$ cat src/sv/wuf_pkg.sv
// Shared types and constants for the weighted union-find unit.
`timescale 1ns / 1ps
`default_nettype none
package wuf_pkg;

    localparam int DEFAULT_MAX_ELEMENTS = 1024;
    localparam int RESET_ELEMENT_COUNT  = 1024;
    localparam int IDX_W                = 10;
    localparam int CNT_W                = 11;
    localparam int QUEUE_DEPTH          = 2;
    localparam int APB_ADDR_W           = 3;
    localparam int APB_DATA_W           = 32;

    localparam logic KIND_UNION = 1'b0;
    localparam logic KIND_QUERY = 1'b1;

    localparam logic [APB_ADDR_W-3:0] REG_ELEMENT_COUNT = '0;

    typedef logic [IDX_W-1:0] idx_t;
    typedef logic [CNT_W-1:0] cnt_t;

    typedef struct packed {
        logic kind;
        logic bad;
        idx_t first;
        idx_t second;
    } wuf_item_t;

endpackage
`default_nettype wire

$ cat src/sv/wuf_queue.sv
// Small FIFO that decouples the item front end from the execution engine.
`timescale 1ns / 1ps
`default_nettype none
module wuf_queue
(
    input  wire logic               clk,
    input  wire logic               rst_n,
    input  wire logic               push,
    input  wire wuf_pkg::wuf_item_t push_item,
    input  wire logic               pop,
    output logic                    full,
    output logic                    not_empty,
    output wuf_pkg::wuf_item_t      head
);
    import wuf_pkg::*;

    localparam int PTR_W = (QUEUE_DEPTH > 1) ? $clog2(QUEUE_DEPTH) : 1;
    localparam int FILL_W = $clog2(QUEUE_DEPTH + 1);

    wuf_item_t            entries [QUEUE_DEPTH];
    logic [PTR_W-1:0]     wr_ptr_reg;
    logic [PTR_W-1:0]     rd_ptr_reg;
    logic [FILL_W-1:0]    fill_reg;
    logic                 do_push;
    logic                 do_pop;

    assign full      = (fill_reg == FILL_W'(QUEUE_DEPTH));
    assign not_empty = (fill_reg != '0);
    assign head      = entries[rd_ptr_reg];
    assign do_push   = push && !full;
    assign do_pop    = pop && not_empty;

    always_ff @(posedge clk or negedge rst_n)
    begin
        if (!rst_n)
        begin
            wr_ptr_reg <= '0;
            rd_ptr_reg <= '0;
            fill_reg   <= '0;
        end
        else
        begin
            if (do_push)
            begin
                wr_ptr_reg <= (wr_ptr_reg == PTR_W'(QUEUE_DEPTH - 1)) ? '0 : wr_ptr_reg + 1'b1;
            end
            if (do_pop)
            begin
                rd_ptr_reg <= (rd_ptr_reg == PTR_W'(QUEUE_DEPTH - 1)) ? '0 : rd_ptr_reg + 1'b1;
            end
            if (do_push && !do_pop)
            begin
                fill_reg <= fill_reg + 1'b1;
            end
            else if (do_pop && !do_push)
            begin
                fill_reg <= fill_reg - 1'b1;
            end
        end
    end

    always_ff @(posedge clk)
    begin
        if (do_push)
        begin
            entries[wr_ptr_reg] <= push_item;
        end
    end

endmodule
`default_nettype wire

$ cat config.mk
export PLATFORM = sky130hd
export DESIGN_NAME = wuf_queue
export DESIGN_NICKNAME = d
export VERILOG_FILES = /design/src/sv/wuf_pkg.sv /design/src/sv/wuf_queue.sv
export SDC_FILE = /design/constraint.sdc
export NUM_CORES = 1
export LEC_CHECK = 0
export ABC_CLOCK_PERIOD_IN_PS = 2700
export BUFFER_PORTS_ARGS = -buffer_cell sky130_fd_sc_hd__buf_2
export CAP_MARGIN = 10
export CORE_AREA = 2 2 63 65
export DETAILED_ROUTE_END_ITERATION = 6
export DIE_AREA = 0 0 65 67
export GPL_ROUTABILITY_DRIVEN = 0
export GPL_TIMING_DRIVEN = 0
export PLACE_DENSITY = 0.8
export SLEW_MARGIN = 40
export SYNTH_ARGS = -nofsm -noshare
export SYNTH_HDL_FRONTEND = slang
export SYNTH_SLANG_ARGS = --single-unit
export TNS_END_PERCENT = 30
$ cat constraint.sdc
create_clock -name clk -period 2.7 [get_ports clk]
set_input_delay 0.135 -clock clk [delete_from_list [all_inputs] [get_ports clk]]
set_output_delay 0.135 -clock clk [all_outputs]
set_load 0.005 [all_outputs]
== After elaboration in Yosys (flattened, before gate mapping) ==
Memories as Yosys holds them, arrays and structs flattened.
Index checks and enable logic that the tools add are counted.
Word-level totals
  register bits after elaboration: 4
  latch bits: 0
  memory bits (writable): 44
  memory bits (read-only): 0
  input bits: 26
  output and inout bits: 24
  logic and storage cells: 24
  memories: 1
Cells by class
  add/subtract/negate cells: 4
  $mul: 0
  div/mod/pow operators: 0
  $lt $le $gt $ge: 0
  equal/unequal tests: 1
  shift-type cells: 0
  muxes and demuxes: 6
  bitwise gates (word level): 0
  reduce and logical (&&, ||, !) cells: 9
Memory list
  entries: words 2, bits a word 22, read ports 1, clocked after Yosys merged registers in 0, write ports 1, line wuf_queue.sv:20  | wuf_item_t entries [QUEUE_DEPTH];
Operators by type and width (count)
  1-bit logical AND: 4
  1-bit two-way mux: 4
  2-bit two-way mux: 2
  2-bit nonzero test: 2
  1-bit zero test: 3
  1-bit adder, second input constant: 2
  2-bit by 1-bit adder with 2-bit output, second input constant: 1
  2-bit == test, second input constant: 1
  2-bit by 1-bit subtractor with 2-bit output, second input constant: 1

== Longest topological paths before layout ==
  word-level depth: 7
  mapped depth: 7
  mapped depth without buffers: 7

== Worst setup path before layout ==
No wires, ideal clock.
  path type: register -> register
  from: register fill_reg[0]
  to: memory entries[0][0] (netlist bit) (enable)
  library setup time: 0.401 ns
  data arrival time: 1.565 ns
  data required time: 2.299 ns
  slack: 0.735 ns
  stages on the path, launching flop included: 4
  clock period less this slack: 1.965 ns
  cells stage by stage: dfrtp_1 -> nand2b_1 -> nand2_1 -> nor2_1
Between the ends
  longest elaborated chain between the ends: 5
RTL lines
  start: declaration: line wuf_queue.sv:23  | logic [FILL_W-1:0] fill_reg;
  start signal: assignment: line wuf_queue.sv:53  | fill_reg <= fill_reg + 1'b1;
  start signal: assignment: line wuf_queue.sv:57  | fill_reg <= fill_reg - 1'b1;
  2-bit == test: line wuf_queue.sv:27  | assign full = (fill_reg == FILL_W'(QUEUE_DEPTH));
  1-bit zero test: line wuf_queue.sv:30  | assign do_push = push && !full;
  1-bit logical AND: line wuf_queue.sv:30
  1-bit two-way mux: line wuf_queue.sv:64  | if (do_push)
  1-bit two-way mux (implied by the code): line wuf_queue.sv:66  | entries[wr_ptr_reg] <= push_item;
  end: declaration: line wuf_queue.sv:20
Every way passes these cells.

==> results.cfg <==
[layout]
layout.nets = 172
diodes = 0
largest_reg_flops = 44
finish.instance_area_um2 = 2242
syn_to_final_growth_pct = 25.14
multi_input_area_um2 = 349.1
nFillCells = 278
utilization = 0.6218
finalNonFillerCells = 194
regArea_um2 = 1421
drive_above_1_share = 0.5822

[placement]
dp_hpwl_um = 1926
place_ws_ns = 1.180
dp_cells = 185
place_area_um2 = 2121
port_buffers = 49

[sta]
worst_slew_pin_slew_ns = 0.5436
hold_viol = 0
tns_ns = 0
relSlewSlack = 0.6376
finalSetupViolCount = 0
finClkSkew_ns = 0.002608
layout_min_cycle_time_ns = 1.566
rsz0062_at_grt = no
drv_slew = 0
worst_slack_ns = 1.134
post-route-period-util = 0.5800
fmax_ghz = 0.6386

[cts]
cts_tree = built
htree_num_levels = 2
ctsRootBufferMaster = clkbuf_8
cts-resized-gates = 0
insertion_delay_ns = 0.28
clkTransAtPathRegs_ns = 0.08
ctsHoldBuffers = 1
post-cts-setup-buffer-count = 0
cts_sinks = 48
cts_buffers = 5
clk_path_buf_depth = 2

[worst_hold_path]
hold_start = push_item[3]
worstHoldPathCells = 1
worst_hold_path_type = in -> reg

[die]
die_w_um = 65
dieHeight_um = 67
die_area_um2 = 4355
num_io_pins = 50
rows = 22
core_um2 = 3606
start_util = 0.4969

[routing]
maxUsedRoutingLayer = met4
vias_per_cell = 4.696
firstDrtPassIters = 3
met1_length_um = 1041
drc = 0
num_vias = 911
wl_met3_um = 165
drtAntennaViolNets = 0
drt_iter0_markers = 45
finalWirelength_um = 2711
post_drt_wl_per_cell_um = 13.97
routed-wl-met2_um = 1475

[worst_setup_path]
crit_fanout = 10
crit_chain = buf_6 > mux2_2 > buf_2
slowest_stage = dfrtp_1
r2r_cells = 6
cp-startpoint = rd_ptr_reg
worstSetupStartpointType = flip-flop
path_class = reg -> out
max_stage_delay_ns = 0.47
cp.required_ns = 2.57
critPathCaptureType = output port
r2r-start = fill_reg[0]
crit_arrival_ns = 1.43

[grt]
overflow = 0
grt_max_degree = 23
grt_pass1_vias = 959
antenna_found_initial = 0
grt_pass1_wl_um = 4236
grtUsageTotal = 0.1368

[synthesis]
synth_area_leaders = edfxtp_1 (74%), mux2_2 (14%), dfrtp_1 (5.6%), xnor2_1 (1.5%), buf_6 (1.3%)
synth_edf_count = 44
ys_seq_area_frac = 0.7933
yosysTopAreaCellShare = 0.7374
syn-num-nets = 114
syn-cell-area_um2 = 1792
synth_flop_cell = edfxtp_1
synth-seq-cells = 48
synth_cells = 87
synth_largest_area_cell = edfxtp_1
yosys_warnings = 0
ys_types = 14
syn_area_per_cell_um2 = 20.59
async_flop_share = 0.08333
synth_commonest_cells = edfxtp_1 (44), mux2_2 (22), dfrtp_1 (4)
yosysMostFrequentCell = edfxtp_1

[pwr]
vdd_drop_max_v = 0.0005772
power_density_nw_per_um2 = 1017
p_leak_nw = 0.8709

[status]
status = finished, final reports clean

[run]
maxCapViolations = 0
-- layout by cell type, fill, tap and decap left out, drive strengths merged, types with 2 or more instances in the layout --
master	count
buf	52
clkbuf	5
dfrtp	4
edfxtp	44
inv	2
mux2	22
nand2	2
nor2	2
xnor2	3
xor2	2
-- worst max-delay path, delay by kind of cell, from the launching register on --
family | cells | cell delay, ns
buffers and inverters | 2 | 0.33
flip-flops | 1 | 0.47
multiplexers | 1 | 0.35
-- cells by family after synthesis --
logic type | Yosys count | synth area share
xor+xnor | 5 | 0.02445
mux | 22 | 0.1383
buf+inv | 4 | 0.01676
simple gates | 7 | 0.02026
flops | 48 | 0.7933
fa+ha+maj | 1 | 0.006982
-- power by group --
part,internal [mW],total (mW),leakage [nW],switching (mW)
Combinational,0.375,0.699,0.361,0.324
Sequential,1.02,1.09,0.455,0.0700
Clock,0.274,0.489,0.0541,0.215
Total,1.67,2.28,0.871,0.609
-- worst paths after layout --
path,to,slack [ns]
max,head[12],1.13
min,entries[1][3],0.03
max reg2reg,fill_reg[1],1.15
min reg2reg,fill_reg[1],0.51
max in group asynchronous,rd_ptr_reg,2.41
min in group asynchronous,fill_reg[1],0.17
-- area by class of cell --
class                   instances  area share
well taps                      48     0.02679
inverters                       2    0.003348
multi-input cells              35      0.1557
flip-flops and latches         48      0.6339
plain buffers                   2     0.01004
clock inverters                 3     0.01897
clock buffers                   5     0.03069
repair buffers                 51      0.1205
-- metrics by stage --
stage | total power [mW] | hold WS, ns
2_1_floorplan | 1.530 | -0.1606
3_3_place_gp | 1.767 | -0.05734
3_5_place_dp | 1.819 | -0.05229
4_1_cts | 2.312 | 0.02381
5_1_grt | 2.407 | 0.02081
6_report | 2.281 | 0.03388
-- per-layer routing --
layer,vias up,GRT usage
met5,-,0
li1,441,-
met2,33,0.2487
met3,4,0.03716
met1,433,0.1474
met4,0,0.06383
Note: power is estimated with default switching activity, not from simulation.
