$ cat config.mk
export PLATFORM = sky130hd
export DESIGN_NAME = wuf_front
export DESIGN_NICKNAME = d
export VERILOG_FILES = /design/src/sv/wuf_pkg.sv /design/src/sv/wuf_front.sv
export SDC_FILE = /design/constraint.sdc
export NUM_CORES = 1
export LEC_CHECK = 0
export BUFFER_PORTS_ARGS = -buffer_cell sky130_fd_sc_hd__buf_2
export CORE_MARGIN = 2
export CORE_UTILIZATION = 43
export DETAILED_ROUTE_END_ITERATION = 16
export MAX_ROUTING_LAYER = met4
export PLACE_DENSITY = 0.9
export SETUP_SLACK_MARGIN = 0.15
export SYNTH_ARGS = -nofsm -noshare
export SYNTH_HDL_FRONTEND = slang
export SYNTH_SLANG_ARGS = --single-unit
$ cat constraint.sdc
create_clock -name vclk -period 3.28
set_input_delay 0.328 -clock vclk [all_inputs]
set_output_delay 0.328 -clock vclk [all_outputs]
set_load 0.02 [all_outputs]
$ cat src/sv/wuf_pkg.sv
// Shared types and constants for the weighted union-find unit.
`timescale 1ns / 1ps
`default_nettype none
package wuf_pkg;

    localparam int DEFAULT_MAX_ELEMENTS = 1024;
    localparam int RESET_ELEMENT_COUNT  = 1024;
    localparam int IDX_W                = 10;
    localparam int CNT_W                = 11;
    localparam int QUEUE_DEPTH          = 2;
    localparam int APB_ADDR_W           = 3;
    localparam int APB_DATA_W           = 32;

    localparam logic KIND_UNION = 1'b0;
    localparam logic KIND_QUERY = 1'b1;

    localparam logic [APB_ADDR_W-3:0] REG_ELEMENT_COUNT = '0;

    typedef logic [IDX_W-1:0] idx_t;
    typedef logic [CNT_W-1:0] cnt_t;

    typedef struct packed {
        logic kind;
        logic bad;
        idx_t first;
        idx_t second;
    } wuf_item_t;

endpackage
`default_nettype wire

$ cat src/sv/wuf_front.sv
// Front end: accepts item beats, range-checks indices and queues them.
`timescale 1ns / 1ps
`default_nettype none
module wuf_front
(
    input  wire logic               in_valid,
    output logic                    in_ready,
    input  wire logic               kind,
    input  wire wuf_pkg::idx_t      first_element,
    input  wire wuf_pkg::idx_t      second_element,
    input  wire wuf_pkg::cnt_t      element_count,
    input  wire logic               busy,
    input  wire logic               q_full,
    output logic                    q_push,
    output wuf_pkg::wuf_item_t      q_item
);
    import wuf_pkg::*;

    logic first_bad;
    logic second_bad;

    // No beats taken while the tables are being reinitialized.
    assign in_ready   = !q_full && !busy;
    assign q_push     = in_valid && in_ready;
    assign first_bad  = (CNT_W'(first_element) >= element_count);
    assign second_bad = (CNT_W'(second_element) >= element_count);

    always_comb
    begin
        q_item.kind   = kind;
        q_item.bad    = first_bad || second_bad;
        q_item.first  = first_element;
        q_item.second = second_element;
    end

endmodule
`default_nettype wire

Word level (Yosys, flattened, before mapping)
Cells that the tools add are included.
Storage, ports and cells
  flip-flop bits (word level): 0
  bits in latches: 0
  bits in writable memories: 0
  bits in read-only memories: 0
  input port bits: 35
  output and inout bits: 24
  word-level logic and storage cells: 7
  memories: 0
Cells by class
  $add $sub $neg: 0
  multiply operators: 0
  div/mod/pow operators: 0
  magnitude comparators: 2
  equality and inequality tests: 0
  shift operators: 0
  muxes and demuxes: 0
  bitwise logic cells: 0
  reduce and logical (&&, ||, !) cells: 5
Operator list (count)
  $ge A10 B11 Y1: 2
  $logic_and A1 B1 Y1: 2
  $logic_not A1 Y1: 2
  $logic_or A1 B1 Y1: 1

Depth between registers and ports, before layout
Gate-level depths: netlist of run 1.
  depth after elaboration: 3
  mapped depth: 7
  mapped depth without buffers: 7

Worst setup path before layout of run 1
Ideal clock, no wire load.
  kind: input-to-output
  start point: in second_element[0]
  end point: out q_item[20] in the netlist's numbering
  arrival time: 1403 ps
  required time: 2952 ps
  setup slack: 1549 ps
  cell stages on the path: 7
  buffers on the path: 0
  cell sequence: inv_1 ha_1 nand2b_4 a211oi_2 nor3_1 o31ai_2 o211ai_1
RTL lines
  start, declared: line wuf_front.sv:10  | input wire wuf_pkg::idx_t second_element,
  end, declared: line wuf_front.sv:15  | output wuf_pkg::wuf_item_t q_item

==> results of run 1 <==
==> power by group through the flow <==
stage	Combinational (mW)	Clock, mW	Sequential (mW)
finish	0.111	0	0
global placement	0.106	0	0
detailed placement	0.111	0	0
floorplan	0.0824	0	0
CTS	0.112	0	0
global route	0.124	0	0
==> logic make-up (layout without fill, tap and decap cells) <==
kind of cell               Yosys count  in the layout  synth area share [%]
AOI/OAI and AO/OA                   13             13                 14.68
adders and majority gates           20             20                 39.14
buffers and inverters               32             68                 31.12
and+or+nand+nor                     15             15                 15.07
==> layer usage <==
metal | GRT usage, % | vias up
met4 | 5.625 | 0
li1 | - | 333
met3 | 0 | 4
met5 | - | -
met1 | 16.20 | 280
met2 | 35.08 | 43
==> synthesized netlist by cell type <==
library cell                instances  area (um2)
sky130_fd_sc_hd__a21oi_1            3       15.01
sky130_fd_sc_hd__o21ai_0            2       10.01
sky130_fd_sc_hd__nand2b_4           1       13.76
sky130_fd_sc_hd__o21ai_1            1       5.000
sky130_fd_sc_hd__o31ai_2            1       12.51
sky130_fd_sc_hd__nor3_1             2       10.01
sky130_fd_sc_hd__a211oi_1           2       15.01
sky130_fd_sc_hd__nor2_2             1       6.260
sky130_fd_sc_hd__ha_1              20       250.2
sky130_fd_sc_hd__a211oi_2           1       12.51
sky130_fd_sc_hd__nor2_1             3       11.26
sky130_fd_sc_hd__a2111oi_0          1       8.760
sky130_fd_sc_hd__nand2_1            1       3.750
sky130_fd_sc_hd__o211ai_1           1       7.510
sky130_fd_sc_hd__inv_1             11       41.29
sky130_fd_sc_hd__nand2b_1           1       6.260
sky130_fd_sc_hd__and4b_1            2       20.02
sky130_fd_sc_hd__nand4_1            2       12.51
sky130_fd_sc_hd__and2_1             1       6.260
sky130_fd_sc_hd__buf_4             21       157.7
sky130_fd_sc_hd__nor2b_1            1       6.260
sky130_fd_sc_hd__a21o_1             1       7.510
==> final timing paths <==
path / endpoint / slack, ns / cells past startpoint
max: q_item[20] / 1.28 / 9
min: q_item[21] / 0.66 / 0
==> through the flow <==
step	cell area, um2	hold slack (ns)	power [mW]	setup WS [ns]	utilization, %
final	785.8	0.6562	0.1105	1.283	58.20
after floorplan	639.4	0.7356	0.08238	1.549	-
after global routing	785.8	0.6561	0.1241	1.142	58.20
after detailed placement	785.8	0.6563	0.1112	1.301	58.20
after CTS	785.8	0.6563	0.1118	1.301	58.20
after global placement	785.8	0.6563	0.1058	1.339	58.20
==> area by class of cell <==
cell class	count	area, um2
multi-input cells	48	440.4
repair buffers	57	285.3
well taps	15	18.77
fillers	130	564.3
inverters	11	41.29
==> flow_summary.html, run 1 <==
<table>
<tr><th>Metric</th><th>Value</th></tr>
<tr><th colspan="2">Status</th></tr>
<tr><td>Status</td><td>complete, no violations</td></tr>
<tr><th colspan="2">Power and ir drop</th></tr>
<tr><td>Switching power as a share of total power</td><td>54.91%</td></tr>
<tr><td>P per Cell Area</td><td>140.6 nW/um2</td></tr>
<tr><td>Static leakage</td><td>0.5031 nW</td></tr>
<tr><td>Share of total power in combinational logic</td><td>100.0%</td></tr>
<tr><td>Portion of total power attributed to sequential cells</td><td>0%</td></tr>
<tr><td>Internal</td><td>49.82 uW</td></tr>
<tr><td>Proportion of power drawn by the clock network</td><td>0%</td></tr>
<tr><td>Net switching power figure</td><td>60.68 uW</td></tr>
<tr><td>Worst-case vdd ir drop</td><td>0.00005937 V</td></tr>
<tr><th colspan="2">Die</th></tr>
<tr><td>Die outline height</td><td>42.56 um</td></tr>
<tr><td>Die W</td><td>42.56 um</td></tr>
<tr><td>Starting utilization of the core area</td><td>47.36%</td></tr>
<tr><td>Core Footprint</td><td>1350 um2</td></tr>
<tr><td>Total I/O pin count</td><td>59</td></tr>
<tr><td>Full die area</td><td>1811 um2</td></tr>
<tr><td>Row count</td><td>13</td></tr>
<tr><th colspan="2">Final layout</th></tr>
<tr><td>Total of clock buffers placed in the layout</td><td>0</td></tr>
<tr><td>Fraction of final layout cells sized beyond drive strength 1</td><td>52.59%</td></tr>
<tr><td>Most frequent cells in the layout</td><td>57 x sky130_fd_sc_hd__buf_2, 20 x sky130_fd_sc_hd__ha_1, 11 x sky130_fd_sc_hd__inv_1</td></tr>
<tr><td>Sequential cell area</td><td>0 um2</td></tr>
<tr><td>Final #Nets</td><td>173</td></tr>
<tr><td>Synthesis-to-finish area growth</td><td>22.90%</td></tr>
<tr><td>Most common cell after layout, fill and taps aside</td><td>sky130_fd_sc_hd__buf_2</td></tr>
<tr><td>Number of cells in the finished layout apart from fillers</td><td>131</td></tr>
<tr><td>Antenna Cells</td><td>0</td></tr>
<tr><td>Num sequential</td><td>0</td></tr>
<tr><th colspan="2">STA</th></tr>
<tr><td>Total setup violations reported at the end of the flow</td><td>0</td></tr>
<tr><td>Final Critical Period</td><td>1.997 ns</td></tr>
<tr><td>Setup total negative slack</td><td>0 ns</td></tr>
<tr><td>Final Hold Fails</td><td>0</td></tr>
<tr><td>Max-slew violation count</td><td>0</td></tr>
<tr><td>Worst relative slew slack</td><td>73.12%</td></tr>
<tr><td>Transition at the pin with the smallest max-transition slack</td><td>0.3930 ns</td></tr>
<tr><td>Max Freq</td><td>500.7 MHz</td></tr>
<tr><td>Final worst path period share</td><td>60.89%</td></tr>
<tr><td>RSZ-0062 raised after global routing</td><td>no</td></tr>
<tr><th colspan="2">Worst setup path</th></tr>
<tr><td>Crit path arrival time</td><td>1.67 ns</td></tr>
<tr><td>Cell chain of the critical path</td><td>buf_2, inv_1, ha_1, nand2b_1, a211oi_1, nor3_1, o21ai_1, o211ai_1, buf_2</td></tr>
<tr><td>Largest fanout of any net on the critical path</td><td>2</td></tr>
<tr><td>WP data required</td><td>2.95 ns</td></tr>
<tr><td>Worst setup path startpoint</td><td>first_element[0]</td></tr>
<tr><td>Cell repeated most along the worst path</td><td>sky130_fd_sc_hd__buf_2</td></tr>
<tr><td>Critical path's top delay family</td><td>compound AO/OA/AOI/OAI gates</td></tr>
<tr><td>Category of the worst setup path launch point</td><td>input pin</td></tr>
<tr><td>Worst Setup End Kind</td><td>primary output</td></tr>
<tr><td>Largest incremental delay on the critical path</td><td>0.29 ns</td></tr>
<tr><td>Crit path buffers/inverters</td><td>3</td></tr>
<tr><td>CP max-delay cell</td><td>sky130_fd_sc_hd__ha_1</td></tr>
<tr><td>Classification of the worst setup path</td><td>input pin to primary output</td></tr>
<tr><th colspan="2">Global routing</th></tr>
<tr><td>First-pass GRT wire length</td><td>2373 um</td></tr>
<tr><td>Number of global-route vias before repair</td><td>660</td></tr>
<tr><td>Initial antenna violation count</td><td>0</td></tr>
<tr><td>Maximum number of pins on one net before global-route repair</td><td>4</td></tr>
<tr><td>Total routing usage reported by global routing</td><td>16.82%</td></tr>
<tr><td>Global-route congestion overflow total</td><td>0</td></tr>
<tr><th colspan="2">Detailed routing</th></tr>
<tr><td>Post-detailed-route DRC marker count</td><td>0</td></tr>
<tr><td>Remaining antenna violation count after routing</td><td>0</td></tr>
<tr><td>Metal3 WL</td><td>142 um</td></tr>
<tr><td>Number of design-rule violations left by the first detailed-router iteration</td><td>4</td></tr>
<tr><td>Detail-routed net length per standard cell</td><td>10.97 um</td></tr>
<tr><td>Top routing layer in use</td><td>met4</td></tr>
<tr><td>Number of vias per cell after detailed routing</td><td>5.038</td></tr>
<tr><td>Met2 routed wirelength</td><td>769 um</td></tr>
<tr><td>Detailed-router iteration count before antenna repair</td><td>4</td></tr>
<tr><td>Total vias in the final route</td><td>660</td></tr>
<tr><td>Metal-1 WL</td><td>493 um</td></tr>
<tr><td>Drt total wl</td><td>1437 um</td></tr>
<tr><th colspan="2">Job</th></tr>
<tr><td>Number of maximum-capacitance constraint violations</td><td>0</td></tr>
<tr><th colspan="2">Placement</th></tr>
<tr><td>Cell Count Post-Placement</td><td>131</td></tr>
<tr><td>Port-buffer cells</td><td>57</td></tr>
<tr><td>Global placement routability congestion</td><td>0.7111</td></tr>
<tr><td>Post-detail-place hpwl</td><td>1398 um</td></tr>
<tr><th colspan="2">Clock network</th></tr>
<tr><td>Post-cts hold buffer count</td><td>0</td></tr>
<tr><td>Post-cts repair resize count</td><td>0</td></tr>
<tr><td>Setup Fix Bufs, Post-CTS</td><td>0</td></tr>
<tr><th colspan="2">Yosys</th></tr>
<tr><td>Count of different cell masters after synthesis</td><td>22</td></tr>
<tr><td>Mean post-synth cell area</td><td>7.992 um2</td></tr>
<tr><td>Share of synthesized area occupied by flip-flops and latches</td><td>0%</td></tr>
<tr><td>Post-synthesis net count</td><td>135</td></tr>
<tr><td>Cells after Synth</td><td>80</td></tr>
<tr><td>Combined area of all synthesized cells</td><td>639.4 um2</td></tr>
<tr><td>Number of warning messages in the yosys log</td><td>0</td></tr>
<tr><th colspan="2">Hold path</th></tr>
<tr><td>HP Start</td><td>kind</td></tr>
<tr><td>Hold crit path type</td><td>input pin to primary output</td></tr>
</table>
Power figures use the tool's default switching activity.
==> run 2: changes to the inputs <==
--- a/config.mk
+++ b/config.mk
@@ -7,10 +7,10 @@
 export LEC_CHECK = 0
 export BUFFER_PORTS_ARGS = -buffer_cell sky130_fd_sc_hd__buf_2
 export CORE_MARGIN = 2
-export CORE_UTILIZATION = 43
+export CORE_UTILIZATION = 39
 export DETAILED_ROUTE_END_ITERATION = 16
 export MAX_ROUTING_LAYER = met4
-export PLACE_DENSITY = 0.9
+export PLACE_DENSITY = 0.83
 export SETUP_SLACK_MARGIN = 0.15
 export SYNTH_ARGS = -nofsm -noshare
 export SYNTH_HDL_FRONTEND = slang
==> constraint.sdc (replaced) <==
create_clock -name vclk -period 1.9
set_input_delay 0.19 -clock vclk [all_inputs]
set_output_delay 0.19 -clock vclk [all_outputs]
set_load 0.02 [all_outputs]
==> flow_summary.html, run 2 (same netlist as run 1, synthesis figures left out) <==
<table>
<tr><th>Metric</th><th>Value</th></tr>
<tr><th colspan="2">STA</th></tr>
<tr><td>Max Freq</td><td>608.6 MHz</td></tr>
<tr><td>Final Critical Period</td><td>1.643 ns</td></tr>
<tr><td>Max-slew violation count</td><td>0 (unchanged)</td></tr>
<tr><td>Final worst path period share</td><td>86.48%</td></tr>
<tr><td>Setup total negative slack</td><td>0 ns (unchanged)</td></tr>
<tr><td>Final Hold Fails</td><td>0 (unchanged)</td></tr>
<tr><td>RSZ-0062 raised after global routing</td><td>no</td></tr>
<tr><td>Worst relative slew slack</td><td>73.73% (+0.61 points)</td></tr>
<tr><td>Final worst slack</td><td>0.2570 ns (-1.026 ns)</td></tr>
<tr><td>Transition at the pin with the smallest max-transition slack</td><td>0.3841 ns (-0.008949 ns)</td></tr>
<tr><td>Post-Route Hold Slack</td><td>0.3800 ns (-0.2761 ns)</td></tr>
<tr><td>Total setup violations reported at the end of the flow</td><td>0 (unchanged)</td></tr>
<tr><th colspan="2">Final layout</th></tr>
<tr><td>Post-layout utilization of the core</td><td>52.96% (-5.2 points)</td></tr>
<tr><td>Synthesis-to-finish area growth</td><td>26.22%</td></tr>
<tr><td>Most frequent cells in the layout</td><td>56 x sky130_fd_sc_hd__buf_2, 19 x sky130_fd_sc_hd__ha_1, 10 x sky130_fd_sc_hd__inv_1</td></tr>
<tr><td>Antenna Cells</td><td>0 (unchanged)</td></tr>
<tr><td>Sequential cell area</td><td>0 um2 (unchanged)</td></tr>
<tr><td>Num sequential</td><td>0 (unchanged)</td></tr>
<tr><td>Fraction of final layout cells sized beyond drive strength 1</td><td>55.17% (+2.6 points)</td></tr>
<tr><td>Most common cell after layout, fill and taps aside</td><td>sky130_fd_sc_hd__buf_2</td></tr>
<tr><td>Final #Nets</td><td>173 (unchanged)</td></tr>
<tr><td>Total of clock buffers placed in the layout</td><td>0 (unchanged)</td></tr>
<tr><th colspan="2">Die</th></tr>
<tr><td>Full die area</td><td>1979 um2 (+9.3%)</td></tr>
<tr><td>Starting utilization of the core area</td><td>41.95% (-5.4 points)</td></tr>
<tr><td>Core Footprint</td><td>1524 um2 (+13%)</td></tr>
<tr><td>Die outline height</td><td>44.49 um (+4.5%)</td></tr>
<tr><td>Row count</td><td>14 (+1)</td></tr>
<tr><td>Total I/O pin count</td><td>59 (unchanged)</td></tr>
<tr><td>Die W</td><td>44.49 um (+4.5%)</td></tr>
<tr><th colspan="2">Placement</th></tr>
<tr><td>Global placement routability congestion</td><td>0.6695 (-5.9%)</td></tr>
<tr><td>Post-detail-place hpwl</td><td>1332 um (-4.7%)</td></tr>
<tr><td>Pre-CTS WS</td><td>0.1827 ns (-1.118 ns)</td></tr>
<tr><td>Port-buffer cells</td><td>57 (unchanged)</td></tr>
<tr><th colspan="2">Detailed routing</th></tr>
<tr><td>Detailed-router iteration count before antenna repair</td><td>1 (-3)</td></tr>
<tr><td>Number of vias per cell after detailed routing</td><td>4.758 (-5.6%)</td></tr>
<tr><td>Total vias in the final route</td><td>628 (-4.8%)</td></tr>
<tr><td>Drt total wl</td><td>1367 um (-4.9%)</td></tr>
<tr><td>Detail-routed net length per standard cell</td><td>10.36 um (-5.6%)</td></tr>
<tr><td>Remaining antenna violation count after routing</td><td>0 (unchanged)</td></tr>
<tr><td>Post-detailed-route DRC marker count</td><td>0 (unchanged)</td></tr>
<tr><td>Number of design-rule violations left by the first detailed-router iteration</td><td>0 (-4)</td></tr>
<tr><th colspan="2">Global routing</th></tr>
<tr><td>Initial antenna violation count</td><td>0 (unchanged)</td></tr>
<tr><td>Maximum number of pins on one net before global-route repair</td><td>4 (unchanged)</td></tr>
<tr><td>Total routing usage reported by global routing</td><td>13.68% (-3.1 points)</td></tr>
<tr><td>Global-route congestion overflow total</td><td>0 (unchanged)</td></tr>
<tr><td>Number of global-route vias before repair</td><td>538 (-18%)</td></tr>
<tr><td>First-pass GRT wire length</td><td>2083 um (-12%)</td></tr>
<tr><th colspan="2">Worst setup path</th></tr>
<tr><td>WP data required</td><td>1.71 ns (-1.24 ns)</td></tr>
<tr><td>Largest fanout of any net on the critical path</td><td>2 (unchanged)</td></tr>
<tr><td>Category of the worst setup path launch point</td><td>input pin</td></tr>
<tr><td>Classification of the worst setup path</td><td>input pin to primary output</td></tr>
<tr><td>Crit path arrival time</td><td>1.45 ns (-0.22 ns)</td></tr>
<tr><td>Worst Setup End Kind</td><td>primary output</td></tr>
<tr><th colspan="2">Power and ir drop</th></tr>
<tr><td>P per Cell Area</td><td>240.9 nW/um2 (+71%)</td></tr>
<tr><td>Worst-case vdd ir drop</td><td>0.00009639 V (+62%)</td></tr>
<tr><td>Static leakage</td><td>0.5029 nW (about the same)</td></tr>
<tr><td>Sum of internal, switching and leakage power</td><td>194.4 uW (+76%)</td></tr>
<tr><th colspan="2">Hold path</th></tr>
<tr><td>Hold crit path type</td><td>input pin to primary output</td></tr>
<tr><th colspan="2">Clock network</th></tr>
<tr><td>Setup Fix Bufs, Post-CTS</td><td>0 (unchanged)</td></tr>
<tr><th colspan="2">Status</th></tr>
<tr><td>Status</td><td>complete, no violations</td></tr>
<tr><th colspan="2">Job</th></tr>
<tr><td>Number of maximum-capacitance constraint violations</td><td>0 (unchanged)</td></tr>
</table>
-- run 2: final timing paths --
check,to,depth (start not counted),slack (ns),startpoint
worst min-delay path,q_item[21],0,0.38,kind
worst max-delay path,q_item[20],8,0.26,element_count[0]
-- run 2: area by class of cell --
cell class         instances  area [um2]
fillers                  166       716.9
inverters                 11       41.29
multi-input cells         48       457.9
well taps                 16       20.02
repair buffers            57       287.8
-- run 2: per-stage QoR --
step / instances / area [um2]
after floorplan: 80 / 639.4
after CTS: 132 / 787.0
after detailed placement: 132 / 787.0
after global routing: 132 / 807.0
final: 132 / 807.0
after global placement: 132 / 787.0
-- run 2: timing repair --
item | CTS | global route
resized for setup | 0 | 4
endpoints found under the setup margin | 0 | 1
hold buffers | 0 | 0
-- run 2: power by group --
group / leakage (nW) / internal, mW / total, mW / switching, mW
clock: 0 / 0 / 0 / 0
combinational: 0.503 / 0.0890 / 0.194 / 0.105
sequential: 0 / 0 / 0 / 0
total: 0.503 / 0.0890 / 0.194 / 0.105
-- run 2: layer usage --
metal	global-route usage, %	share of wire, %
met5	-	0
met4	0	0
met3	0	9.6
met2	28.12	55
met1	15.18	36
-- run 2: worst max-delay path, cell delays in order --
cell and delay [ns]:
sky130_fd_sc_hd__buf_2 0.13, sky130_fd_sc_hd__ha_4 0.23, sky130_fd_sc_hd__nand2b_4 0.14, sky130_fd_sc_hd__a211oi_2 0.19, sky130_fd_sc_hd__nor3_2 0.07, sky130_fd_sc_hd__o31ai_2 0.22, sky130_fd_sc_hd__o211ai_1 0.12, sky130_fd_sc_hd__buf_4 0.17
